[config.mk]
export PLATFORM = sky130hd
export DESIGN_NAME = scale_4_to_5_line
export DESIGN_NICKNAME = d
export VERILOG_FILES = /design/src/rtl/s45l_pkg.sv /design/src/rtl/scale_4_to_5_line.sv
export SDC_FILE = /design/constraint.sdc
export NUM_CORES = 1
export LEC_CHECK = 0
export ABC_AREA = 1
export ABC_CLOCK_PERIOD_IN_PS = 6600
export BUFFER_PORTS_ARGS = -buffer_cell sky130_fd_sc_hd__buf_2
export CAP_MARGIN = 20
export CORE_MARGIN = 2
export CORE_UTILIZATION = 64
export CTS_CLUSTER_DIAMETER = 50
export DETAILED_ROUTE_END_ITERATION = 12
export PLACE_DENSITY = 0.87
export SETUP_SLACK_MARGIN = 0.4
export SLEW_MARGIN = 20
export SYNTH_ARGS = -nofsm -noshare
export SYNTH_HDL_FRONTEND = slang
export SYNTH_SLANG_ARGS = --single-unit
[constraint.sdc]
create_clock -name clk -period 6.6 [get_ports clk]
set_input_delay 0.33 -clock clk [delete_from_list [all_inputs] [get_ports clk]]
set_output_delay 0.33 -clock clk [all_outputs]
set_load 0.01 [all_outputs]
[src/rtl/s45l_pkg.sv]
`timescale 1ns / 1ps
// ----------------------------------------------------------------------------
// s45l_pkg: shared types and constants of the 4-to-5 line scaler
// Holds the blend weights per group position and the result item layout.
// ----------------------------------------------------------------------------
package s45l_pkg;

	localparam int PIX_W   = 8;
	localparam int PHASE_W = 2;
	localparam int PROD_W  = 2 * PIX_W;

	typedef logic [PIX_W-1:0]   pix_t;
	typedef logic [PHASE_W-1:0] phase_t;
	typedef logic [PROD_W-1:0]  prod_t;

	// Weight of the previous pixel, by phase of the incoming pixel; the
	// incoming pixel takes the complement to 256. Phase 0 is the blend that
	// closes the previous group.
	localparam pix_t WEIGHT_PREV [4] = '{8'd205, 8'd51, 8'd102, 8'd154};
	localparam prod_t ROUND_HALF     = 16'd128;
	localparam phase_t PHASE_FIRST   = 2'd0;
	localparam phase_t PHASE_LAST    = 2'd3;

	typedef struct packed {
		logic misaligned;
		logic line_done;
		logic last_out;
		pix_t pixel_out;
	} result_t;

endpackage

[src/rtl/scale_4_to_5_line.sv]
`timescale 1ns / 1ps
// ----------------------------------------------------------------------------
// scale_4_to_5_line: horizontal 4-to-5 pixel line upscaler
// Turns each group of four source pixels into five output pixels: a copy
// of the first and four rounded two-tap blends of neighboring pixels.
// ----------------------------------------------------------------------------
// Usage: feed one source pixel per item on the s_ side, with s_tlast on the
// final pixel of a line. One item enters per cycle while the stage register
// is empty or its item is done; an item that yields one result leaves the
// stage register when that result loads, an item that yields two results
// (a group start other than a line's first pixel, or a line end at any
// position other than a group start) holds the stage register until both
// have loaded, because the result register moves one item per cycle while
// the sink does not stall it. A line end at a length that is not a multiple
// of four closes the line with a copy of the last pixel and raises
// misaligned on that final result.
module scale_4_to_5_line (
	input  logic       clk,
	input  logic       arst_n,
	input  logic       s_tvalid,
	output logic       s_tready,
	input  logic [7:0] s_tdata,   // [7:0] pixel_in
	input  logic       s_tlast,   // line_end
	output logic       m_tvalid,
	input  logic       m_tready,
	output logic [7:0] m_tdata,   // [7:0] pixel_out
	output logic       m_tlast,   // last_out
	output logic [1:0] m_tuser    // [0] line_done, [1] misaligned
);
	import s45l_pkg::*;

	// line state, updated as each item is accepted
	phase_t phase_q;
	pix_t   prev_q;
	logic   line_start_q;

	// stage register: one accepted item with the state it saw
	logic   valid_s1;
	logic   sel_s1;        // second result of this item is next
	pix_t   pix_s1;
	pix_t   prev_s1;
	phase_t phase_s1;
	logic   start_s1;
	logic   end_s1;

	// result register
	logic    out_valid_q;
	result_t out_q;

	logic    in_acc;
	logic    load_out;
	logic    two_res;
	logic    item_done;
	pix_t    w_prev;
	pix_t    w_cur;
	prod_t   prod_prev;
	prod_t   prod_cur;
	prod_t   blend_sum;
	pix_t    blend_pix;
	result_t res0;
	result_t res1;

	assign in_acc = s_tvalid && s_tready;

	// Two-tap blend: weights sum to 256, so the rounded sum fits 16 bits.
	always_comb begin
		w_prev    = WEIGHT_PREV[phase_s1];
		w_cur     = pix_t'(9'd256 - {1'b0, w_prev});
		prod_prev = prod_t'(prev_s1) * prod_t'(w_prev);
		prod_cur  = prod_t'(pix_s1) * prod_t'(w_cur);
		blend_sum = prod_prev + prod_cur + ROUND_HALF;
		blend_pix = blend_sum[PROD_W-1:PIX_W];
	end

	// Build the one or two results of the item in the stage register.
	always_comb begin
		res0    = '0;
		res1    = '0;
		two_res = 1'b0;
		res1.pixel_out = pix_s1;
		res1.last_out  = 1'b1;
		if (phase_s1 == PHASE_FIRST) begin
			// close the previous group unless at line start, then copy the group's first pixel
			res1.line_done  = end_s1;
			res1.misaligned = end_s1;
			if (start_s1) begin
				res0 = res1;
			end else begin
				res0.pixel_out = blend_pix;
				two_res        = 1'b1;
			end
		end else begin
			res0.pixel_out  = blend_pix;
			res0.last_out   = !end_s1;
			res1.line_done  = 1'b1;
			res1.misaligned = (phase_s1 != PHASE_LAST);
			two_res         = end_s1;
		end
	end

	assign load_out  = valid_s1 && (!out_valid_q || m_tready);
	assign item_done = load_out && (sel_s1 || !two_res);
	assign s_tready  = !valid_s1 || item_done;

	// Line state: track position within the group and the previous pixel.
	always_ff @(posedge clk or negedge arst_n) begin
		if (!arst_n) begin
			phase_q      <= PHASE_FIRST;
			prev_q       <= '0;
			line_start_q <= 1'b1;
		end else if (in_acc) begin
			prev_q <= s_tdata;
			if (s_tlast) begin
				phase_q      <= PHASE_FIRST;
				line_start_q <= 1'b1;
			end else begin
				phase_q      <= phase_q + phase_t'(1);
				line_start_q <= 1'b0;
			end
		end
	end

	// Stage register control: hold the item until its last result has moved.
	always_ff @(posedge clk or negedge arst_n) begin
		if (!arst_n) begin
			valid_s1 <= 1'b0;
			sel_s1   <= 1'b0;
		end else begin
			if (in_acc) begin
				valid_s1 <= 1'b1;
				sel_s1   <= 1'b0;
			end else if (item_done) begin
				valid_s1 <= 1'b0;
				sel_s1   <= 1'b0;
			end else if (load_out) begin
				sel_s1 <= 1'b1;    // first of two results has gone out
			end
		end
	end

	// Stage payload: capture the pixel along with the state it arrived in.
	always_ff @(posedge clk) begin
		if (in_acc) begin
			pix_s1   <= s_tdata;
			prev_s1  <= prev_q;
			phase_s1 <= phase_q;
			start_s1 <= line_start_q;
			end_s1   <= s_tlast;
		end
	end

	// Result register: advance when empty or when the sink takes the item.
	always_ff @(posedge clk or negedge arst_n) begin
		if (!arst_n) begin
			out_valid_q <= 1'b0;
		end else if (load_out) begin
			out_valid_q <= 1'b1;
		end else if (m_tready) begin
			out_valid_q <= 1'b0;
		end
	end

	always_ff @(posedge clk) begin
		if (load_out) begin
			out_q <= sel_s1 ? res1 : res0;
		end
	end

	assign m_tvalid = out_valid_q;
	assign m_tdata  = out_q.pixel_out;
	assign m_tlast  = out_q.last_out;
	assign m_tuser  = {out_q.misaligned, out_q.line_done};

	// The second-result select is only ever set on an item with two results.
	a_sel_two : assert property (@(posedge clk) disable iff (!arst_n)
		(valid_s1 && sel_s1) |-> two_res)
		else $error("second result selected on a single-result item");

	// A result that flags line_done always carries last_out.
	a_done_last : assert property (@(posedge clk) disable iff (!arst_n)
		(m_tvalid && m_tuser[0]) |-> m_tlast)
		else $error("line_done without last_out");

	// Misalignment is only reported on the line's final pixel.
	a_mis_done : assert property (@(posedge clk) disable iff (!arst_n)
		(m_tvalid && m_tuser[1]) |-> m_tuser[0])
		else $error("misaligned without line_done");

	// Input back-pressure only while the stage register is occupied.
	a_ready : assert property (@(posedge clk) disable iff (!arst_n)
		!s_tready |-> valid_s1)
		else $error("input stalled with empty stage register");

endmodule

==> impl_metrics.ini <==
[floorplanning]
start_util = 0.663
die_x_um = 102
fp.dieH_um = 102
rows = 35
num_io_pins = 26
core_area_um2 = 9330
die_area_um2 = 10500

[cells_and_area]
multi_input_area_um2 = 4210
layout_commonest_cell = inv_1
nNetsFinal = 946
area_delta_synth_final_pct = 11.3
n_antenna_cell = 0
ff_latch_area_um2 = 1280
nFillCells = 692
drive_gt1_frac = 0.131
final_cell_mix = 214 x inv_1, 144 x nand2_1, 90 x fa_1

[synth]
synth_edf_count = 31
synth_seq_cells = 45
synth_top_family_by_area = adder cells
syn_nets = 903
synth_xor_area_frac = 0.00566
yosysUniqueCellTypes = 32
synth.largest_area_cell = fa_1
synthMuxAreaShare = 0
synth-simple-area-share = 0.163
netlist_area_um2 = 6190
synthFlopType = edfxtp_1
synthesis.instances = 726
synth-compound-area-share = 0.0332
synthAdderAreaFrac = 0.447
synthTopCellsByArea = fa_1 31%, edfxtp_1 15%, ha_1 14%
synth_top_area_frac = 0.307
ys_warn_count = 0
avgSynthCellArea_um2 = 8.52
synthArstFlopShare = 0.311
yosysSeqAreaShare = 0.207

[status]
status = complete, no violations

[timing]
clock_skew_ns = 0.0117
finalCritPeriodShare = 0.908
hold_viol = 0
finalSetupViolCount = 0
period_needed_ns = 6.00
worst_pin_slew_ns = 0.753
slew_viol_final = 0
rsz0062_at_grt = no
max_freq_mhz = 167
setup_tns_ns = 0
slew-limit-headroom = 0.497

[route]
routedWlPerCell_um = 17.1
top_layer = met4
met2_length_mm = 7.52
wl_met1_mm = 5.80
drtAntennaViolNets = 0
drcViolationCount = 0
vias_per_cell = 5.38
drt_iter0_markers = 305
routed_wirelength_mm = 15.4
dr.pass1.iters = 5
wl_met3_mm = 1.20
vias = 4835

[worst_setup_path]
crit_top_cell = fa_1
cp_max_fo = 11
end_kind = flop
critPathLaunchType = flop
required_ns = 6.67
path_class = flop to flop
critPathSlowestCell = fa_1
arrival_ns = 6.07
crit_path_max_incr_delay_ns = 0.55
cp_cell_sequence = inv_2 -> buf_4 -> ha_4 -> buf_6 -> nand2_1 -> fa_1 -> fa_1 -> fa_1 -> inv_1 -> fa_1 -> fa_1 -> inv_1 -> fa_1 -> inv_1 -> ha_1 -> nand2_1 -> nor3_2 -> and2_1 -> nand2_1 -> nand3_1 -> nand3_1 -> nand2_1 -> inv_1

[clock_network]
cts-root-buf = clkbuf_8
clk_path_buf_depth = 2
clkSinkCount = 45
cts_tree = yes
worstSkewPairLatency_ns = 0.30
cts.htree.levels = 2
clk_pin_slew_ns = 0.09
cts_buffers = 5

[grt]
antenna_found_initial = 0
globalRoute.totalOverflow = 0
grt_pass1_vias = 5226
grt_pass1_wl_mm = 24.8
grt_max_degree = 33
track_usage = 0.316

[hold_path]
hold_path.class = input pin to flop

[placed_design]
routabilityCongestion = 0.993
io_buffer_count = 25
dp_hpwl_mm = 12.9

[job]
maxCapViolations = 0
-- critical path, delay by kind of cell (launching register included) --
| kind | cells | cell delay [ns] |
|---|---|---|
| adder cells (fa/ha/maj) | 8 | 3.75 |
| buffers and inverters | 7 | 0.67 |
| flip-flops | 1 | 0.42 |
| AND/OR/NAND/NOR | 8 | 0.91 |
-- cell usage after synthesis (all sizes together), types with 2 or more instances --
cell    instances
fa             95
nand3          18
nor2           72
buf             3
inv           219
nand3b          2
ha             69
edfxtp         31
a21oi          17
clkbuf          7
xnor2           2
nand2         149
o21ai          14
xor2            2
nand4           3
o31ai           2
dfrtp          13
-- sequential cells by signal (all words and copies together) (netlist names), 2 cells and up --
register	cells
m_tdata	8
m_tuser	2
phase_q	2
phase_s1	2
pix_s1	8
prev_q	8
prev_s1	8
-- final cells by class --
cell class                      count  share of cell area
Timing Repair Buffer               46              0.0445
Inverter                          220               0.121
Multi-Input combinational cell    451               0.612
Sequential cell                    45               0.186
Tap cell                          129              0.0234
Clock buffer                        5             0.00999
Clock inverter                      3             0.00363
-- what timing repair did --
item                                    CTS  global route
hold endpoints to repair                 13             0
endpoints found under the setup margin    8             8
hold buffers                              1             0
resized for setup                         9            45
setup buffers                             2            12
cloned                                    0             0
pin swaps                                 1             9
-- stage by stage --
step | hold WS, ns | std cells | setup WS, ns | util | instance area (µm²)
6_report | 0.220 | 899 | 0.604 | 0.739 | 6890
5_1_grt | 0.210 | 899 | 0.375 | 0.739 | 6890
3_3_place_gp | 0.234 | 876 | 0.182 | 0.693 | 6460
3_5_place_dp | 0.238 | 876 | 0.0670 | 0.693 | 6460
4_1_cts | 0.209 | 887 | 0.413 | 0.709 | 6610
2_1_floorplan | 0.0344 | 726 | 0.590 | - | 6190
-- final timing paths --
kind / cells after the start / slack, ns / endpoint / from
max in group asynchronous: 2 / 5.86 / line_start_q / arst_n
min in group asynchronous: 2 / 0.45 / phase_q[1] / arst_n
hold reg to reg: 0 / 0.46 / prev_s1[4] / prev_q[4]
setup reg to reg: 23 / 0.60 / m_tdata[6] / phase_s1[1]
setup / recovery: 23 / 0.60 / m_tdata[6] / phase_s1[1]
hold / removal: 1 / 0.22 / pix_s1[0] / s_tdata[0]
-- cell families after synthesis --
family          after synthesis
compound gates               34
simple gates                249
xor+xnor                      4
buf+inv                     230
flops                        45
fa+ha+maj                   164
-- layer usage --
layer | vias to the layer above | GRT usage
li1 | 2210 | -
met1 | 2296 | 0.388
met2 | 256 | 0.532
met3 | 73 | 0.0691
met4 | 0 | 0.156
met5 | - | 0
Power is not shown: default switching activity piles up to over one toggle a cycle in this logic, so the estimate is an artifact.
